File: src/rtl/crse_pkg.sv
// Shared types and constants of the Catmull-Rom spline evaluator.
// No dependencies; every other file of the block imports this package.
`timescale 1ns / 1ps
package crse_pkg;

  localparam int MaxPoints = 256;
  localparam int IdxW      = 8;
  localparam int CntW      = 9;
  localparam int FracBits  = 16;
  localparam int TW        = 24;
  localparam int CoordW    = 32;
  localparam int PointW    = 3 * CoordW;
  localparam int WeightW   = 24;
  localparam int ProdW     = CoordW + WeightW;
  localparam int AccW      = ProdW + 2;

  localparam logic ActLoad = 1'b0;
  localparam logic ActEval = 1'b1;

  localparam logic [1:0] RegPointCount = 2'd0;
  localparam logic [1:0] RegLooped     = 2'd1;

  // One memory read of an evaluation, travelling down the datapath.
  typedef struct packed {
    logic                valid;
    logic                err;
    logic                last;
    logic [1:0]          k;
    logic [FracBits-1:0] f;
  } beat_t;

endpackage

File: src/rtl/crse_seq.sv
// Front end: configuration registers, clamping of t, neighbor selection and
// the read sequencer that drives the point memory. Depends on crse_pkg.
`timescale 1ns / 1ps
module crse_seq
  import crse_pkg::*;
(
  input  logic              clk_i,
  input  logic              rst_ni,
  input  logic              start_i,
  input  logic              action_i,
  input  logic [IdxW-1:0]   point_index_i,
  input  logic [TW-1:0]     t_value_i,
  input  logic              cfg_valid_i,
  input  logic [1:0]        cfg_index_i,
  input  logic [15:0]       cfg_data_i,
  output logic              busy_o,
  output logic              ram_we_o,
  output logic [IdxW-1:0]   ram_addr_o,
  output beat_t             beat_o
);

  logic [CntW-1:0]     point_count_q;
  logic                looped_q;
  logic                active_q;
  logic [1:0]          cnt_q;
  logic [IdxW-1:0]     idx_q [3];
  logic [FracBits-1:0] f_q;

  logic [CntW-1:0]     n;
  logic                err;
  logic [TW:0]         tmax;
  logic [TW-1:0]       tc;
  logic [CntW-1:0]     seg;
  logic [CntW-1:0]     i0, i1, i2, i3;
  logic                accept, eval_go;

  assign accept  = start_i && !active_q;
  assign eval_go = accept && (action_i == ActEval);

  always_comb begin
    if (point_count_q == '0) begin
      n = CntW'(1);
    end else if (point_count_q > CntW'(MaxPoints)) begin
      n = CntW'(MaxPoints);
    end else begin
      n = point_count_q;
    end
    err  = !looped_q && (n < CntW'(4));
    tmax = looped_q ? {n[TW-FracBits:0], {FracBits{1'b0}}} - (TW+1)'(1)
                    : {n[TW-FracBits:0] - (TW-FracBits+1)'(3), {FracBits{1'b0}}} - (TW+1)'(1);
    tc   = ({1'b0, t_value_i} > tmax) ? tmax[TW-1:0] : t_value_i;
    seg  = {1'b0, tc[TW-1:FracBits]};
    if (looped_q) begin
      i1 = seg;
      i2 = (i1 + CntW'(1) >= n) ? '0 : i1 + CntW'(1);
      i3 = (i2 + CntW'(1) >= n) ? '0 : i2 + CntW'(1);
      i0 = (i1 >= CntW'(1)) ? i1 - CntW'(1) : n - CntW'(1);
    end else begin
      i0 = seg;
      i1 = seg + CntW'(1);
      i2 = seg + CntW'(2);
      i3 = seg + CntW'(3);
    end
  end

  function automatic logic [IdxW-1:0] clip(input logic [CntW-1:0] v);
    return (v >= CntW'(MaxPoints)) ? IdxW'(MaxPoints - 1) : v[IdxW-1:0];
  endfunction

  always_ff @(posedge clk_i or negedge rst_ni) begin
    if (!rst_ni) begin
      point_count_q <= CntW'(4);
      looped_q      <= 1'b0;
      active_q      <= 1'b0;
      cnt_q         <= '0;
    end else begin
      if (cfg_valid_i && cfg_index_i == RegPointCount) begin
        point_count_q <= cfg_data_i[CntW-1:0];
      end else if (cfg_valid_i && cfg_index_i == RegLooped) begin
        looped_q <= cfg_data_i[0];
      end
      if (active_q) begin
        cnt_q <= cnt_q + 2'd1;
        if (cnt_q == 2'd2) begin
          active_q <= 1'b0;
        end
      end else if (eval_go && !err) begin
        active_q <= 1'b1;
        cnt_q    <= '0;
      end
    end
  end

  always_ff @(posedge clk_i) begin
    if (eval_go) begin
      idx_q[0] <= clip(i1);
      idx_q[1] <= clip(i2);
      idx_q[2] <= clip(i3);
      f_q      <= tc[FracBits-1:0];
    end
  end

  always_comb begin
    beat_o = '0;
    if (active_q) begin
      ram_addr_o   = idx_q[cnt_q];
      beat_o.valid = 1'b1;
      beat_o.k     = cnt_q + 2'd1;
      beat_o.last  = (cnt_q == 2'd2);
      beat_o.f     = f_q;
    end else if (accept && action_i == ActLoad) begin
      ram_addr_o = point_index_i;
    end else begin
      ram_addr_o   = clip(i0);
      beat_o.valid = eval_go;
      beat_o.err   = err;
      beat_o.last  = err;
      beat_o.f     = tc[FracBits-1:0];
    end
  end

  assign ram_we_o = accept && (action_i == ActLoad);
  assign busy_o   = active_q;

endmodule

File: config.mk
export PLATFORM = sky130hd
export DESIGN_NAME = crse_seq
export DESIGN_NICKNAME = d
export VERILOG_FILES = /design/src/rtl/crse_pkg.sv /design/src/rtl/crse_seq.sv
export SDC_FILE = /design/constraint.sdc
export NUM_CORES = 1
export LEC_CHECK = 0
export BUFFER_PORTS_ARGS = -buffer_cell sky130_fd_sc_hd__buf_2
export CAP_MARGIN = 10
export CORE_ASPECT_RATIO = 1.5
export CORE_UTILIZATION = 40
export DETAILED_ROUTE_END_ITERATION = 8
export GPL_TIMING_DRIVEN = 0
export PLACE_DENSITY_LB_ADDON = 0.3
export SLEW_MARGIN = 15
export SYNTH_ARGS = -nofsm -noshare
export SYNTH_HDL_FRONTEND = slang
export SYNTH_SLANG_ARGS = --single-unit
File: constraint.sdc
create_clock -name clk_i -period 9.8 [get_ports clk_i]
set_clock_uncertainty 0.15 [all_clocks]
set_input_delay 1.47 -clock clk_i [delete_from_list [all_inputs] [get_ports clk_i]]
set_output_delay 1.47 -clock clk_i [all_outputs]
set_load 0.01 [all_outputs]
==> results.md <==
- Worst hold path depth: 2
- Via-per-instance ratio: 6.00
- Worst Setup Start Kind: flop
- Overall Global Routing Usage: 0.244
- Peak VDD IR: 110 uV
- Critical Path Max Stage Delay: 0.54 ns
- Depth of the CTS H-tree: 2
- Place WS: -2.12 ns
- I/O Pins: 86
- Fmax: 106 MHz
- Post-synth top area share: 0.214
- Die W: 98.7 um
- Hold Slack: 0.453 ns
- Mapped Nets: 772
- Starting Density: 0.413
- Number of buffers on the longest clock path: 2
- Hold WC Path Type: reg -> reg
- Initial antenna violation count: 0
- Die area: 14500 sq um
- Fin. max-slew vios: 0
- Global placement routability congestion: 0.959
- Final instance area: 6860 sq um
- Per-cell routed wire length: 18.8 um
- Pin slew with the least headroom to its limit: 0.933 ns
- Clk Latency, worst-skew pair: 0.30 ns
- Sequential fraction of the synthesis area: 0.272
- Via count: 5666
- Synth cell types: 83
- Number of cells produced by synthesis: 678
- Final wirelength: 17800 um
- First drt pass iteration count: 5
- Slowest-stage cell, CP: or4_1
- Number of max-cap violations: 0
- Min-delay src: point_count_q[2]
- DP Area: 6240 sq um
- FF-to-FF path depth: 46
- Vias in the first global route: 5272
- Crit. Startpoint: point_count_q[8]
- Top cell by count, worst path: ha_1
- Ranking of synthesized cells by area: edfxtp_1, ha_1, dfrtp_1
- EDFF count, synth: 40
- Largest net degree at the start of global routing: 26
- Routed Antenna Nets: 0
- DRC violations left: 0
- N_diodes: 0
- Worst EP arrival: 9.33 ns
- Asr flop ratio synth: 0.245
- Clock Sinks: 53
- Layout Utilization: 0.505
- Critical-path maximum fanout: 11
- Post-DP HPWL: 13600 um
- Critical Path RT: 9.70 ns
- Outcome: finished clean
- Iter 0 DRT Violations: 420
- Port Buffer Count: 78
- Core area: 13600 sq um
- Clock-pin slew on the worst setup and hold paths: 0.08 ns
- Area leader, netlist: edfxtp_1
- Final WS setup: 0.370 ns
- Nets: 876
- Crit Path Class: reg -> reg
- Setup violations, final: 0
- FF-to-FF Start: point_count_q[8]
- Number of synthesized register bits: 53
- Root buf cell: clkbuf_16
- Main synth FF type: edfxtp_1
- First-pass GRT wire length: 27600 um
- Share of cells above drive strength 1: 0.259
- Die H: 147 um
- Row cnt: 52
- Final Power: 0.00190 W
- Cell Area, Synth: 5610 sq um
- CP endpoint kind: flop
- Grt total ovfl: 0
- Final period util: 0.962
- Tmin final: 9.43 ns
- Inserted Clock Buffers: 5
- Number of hold violations in the final report: 0
- PwrDens: 277 nW/um^2
- Area growth from synthesis to layout: 22.2%
- Avg Cell Area, Syn: 8.28 sq um
- Ys Warns: 0
- Hold_buf cts: 0
- Slew HR: 0.360
- TritonCTS clock tree: done
- Pleak: 2.87 nW
[critical path: cells and delay by family (launching register included)]
kind                       cells  cell delay [ns]
AOI/OAI and AO/OA             13             2.73
and+or+nand+nor               13             2.04
buffers and inverters         10             1.53
adders and majority gates      6             1.44
DFF                            1             0.48
xor gates and xnor gates       2             0.40
muxes                          2             0.39
[power by group]
part           internal (W)  switching [W]  total (W)
sequential         0.000310      0.0000249   0.000335
clock             0.0000966      0.0000945   0.000191
combinational      0.000559       0.000816    0.00137
total              0.000966       0.000935    0.00190
[routing by layer]
layer | wire (um) | up-vias | GRT usage
met4 | 1140 | 0 | 0.139
met5 | 0 | - | 0
met1 | 7070 | 2633 | 0.284
met2 | 8670 | 266 | 0.432
li1 | - | 2694 | -
met3 | 938 | 73 | 0.0266
[Yosys cell counts, types with 2 or more instances]
cell,number
nor2_1,64
a21oi_2,3
a311o_1,2
clkbuf_1,25
dfrtp_1,12
a31oi_1,17
nor4_1,6
edfxtp_1,40
ha_1,39
a21o_1,12
nand2_1,74
nand2b_1,8
nor2b_1,7
and2_1,8
xnor2_1,25
inv_1,46
a221o_1,7
a211o_1,4
or3b_1,2
a211oi_1,4
nor3_1,12
nand3_1,22
xor2_1,6
buf_1,4
mux2i_1,22
or3_1,6
buf_6,4
o22ai_1,7
a2bb2oi_1,2
o21a_1,6
a21boi_0,3
buf_2,6
o211ai_1,7
o21ai_1,2
a21oi_1,31
or4_1,3
a32o_1,2
and3_1,15
or2_2,2
o21ai_0,45
mux2_2,13
nand4_1,10
a2bb2oi_2,3
[logic make-up after synthesis]
kind of cell | after synthesis | synth area share
and+or+nand+nor | 250 | 0.220
AOI/OAI and AO/OA | 180 | 0.232
buffers and inverters | 86 | 0.0642
DFF | 53 | 0.272
muxes | 39 | 0.0764
adders and majority gates | 39 | 0.0869
xor gates and xnor gates | 31 | 0.0484
[placed cells by master (no fill, tap or decap), types with 10 or more instances in the layout]
cell type   n
buf_2      83
nand2_1    71
nor2_1     61
o21ai_0    45
inv_1      40
edfxtp_1   40
ha_1       35
a21oi_1    31
buf_4      23
xnor2_1    21
nand3_1    19
mux2i_1    18
clkbuf_1   16
a31oi_1    15
mux2_2     13
a21o_1     12
nor3_1     12
and3_1     11
nand4_1    10
dfrtp_1    10
[final timing paths]
path / end / slack [ns]
worst max-delay path: idx_q[2][3] / 0.37
worst min-delay path: point_count_q[2] / 0.45
worst max register to register: idx_q[2][3] / 0.37
worst min register to register: point_count_q[2] / 0.45
max in group asynchronous: point_count_q[2] / 8.28
min in group asynchronous: point_count_q[0] / 0.92
[repair_timing]
item | CTS | global route
resized for setup | 43 | 34
endpoints found under the hold margin | 0 | 0
endpoints found under the setup margin | 8 | 8
buffers inserted | 10 | 13
pin swaps | 9 | 12
[through the flow]
step	cells	TNS [ns]
floorplan	678	0
detailed placement	919	-16.77
finish	945	0
CTS	934	0
global route	945	-0.0113
global placement	918	-16.83
[registers in the layout (all words and copies together) (netlist names)]
register / cells
cnt_q: 2
idx_q: 24
busy_o: 1
point_count_q: 9
looped_q: 1
f_q: 16
[layout make-up]
cell class | instances | area [sq um]
fill | 1342 | 6740
multi-input combinational | 539 | 4010
sequential | 53 | 1530
timing repair buffer | 102 | 591
tap | 162 | 203
buffer | 34 | 200
inverter | 47 | 181
clock buffer | 5 | 125
clock inverter | 3 | 25.0
Power figures use the tool's default switching activity.
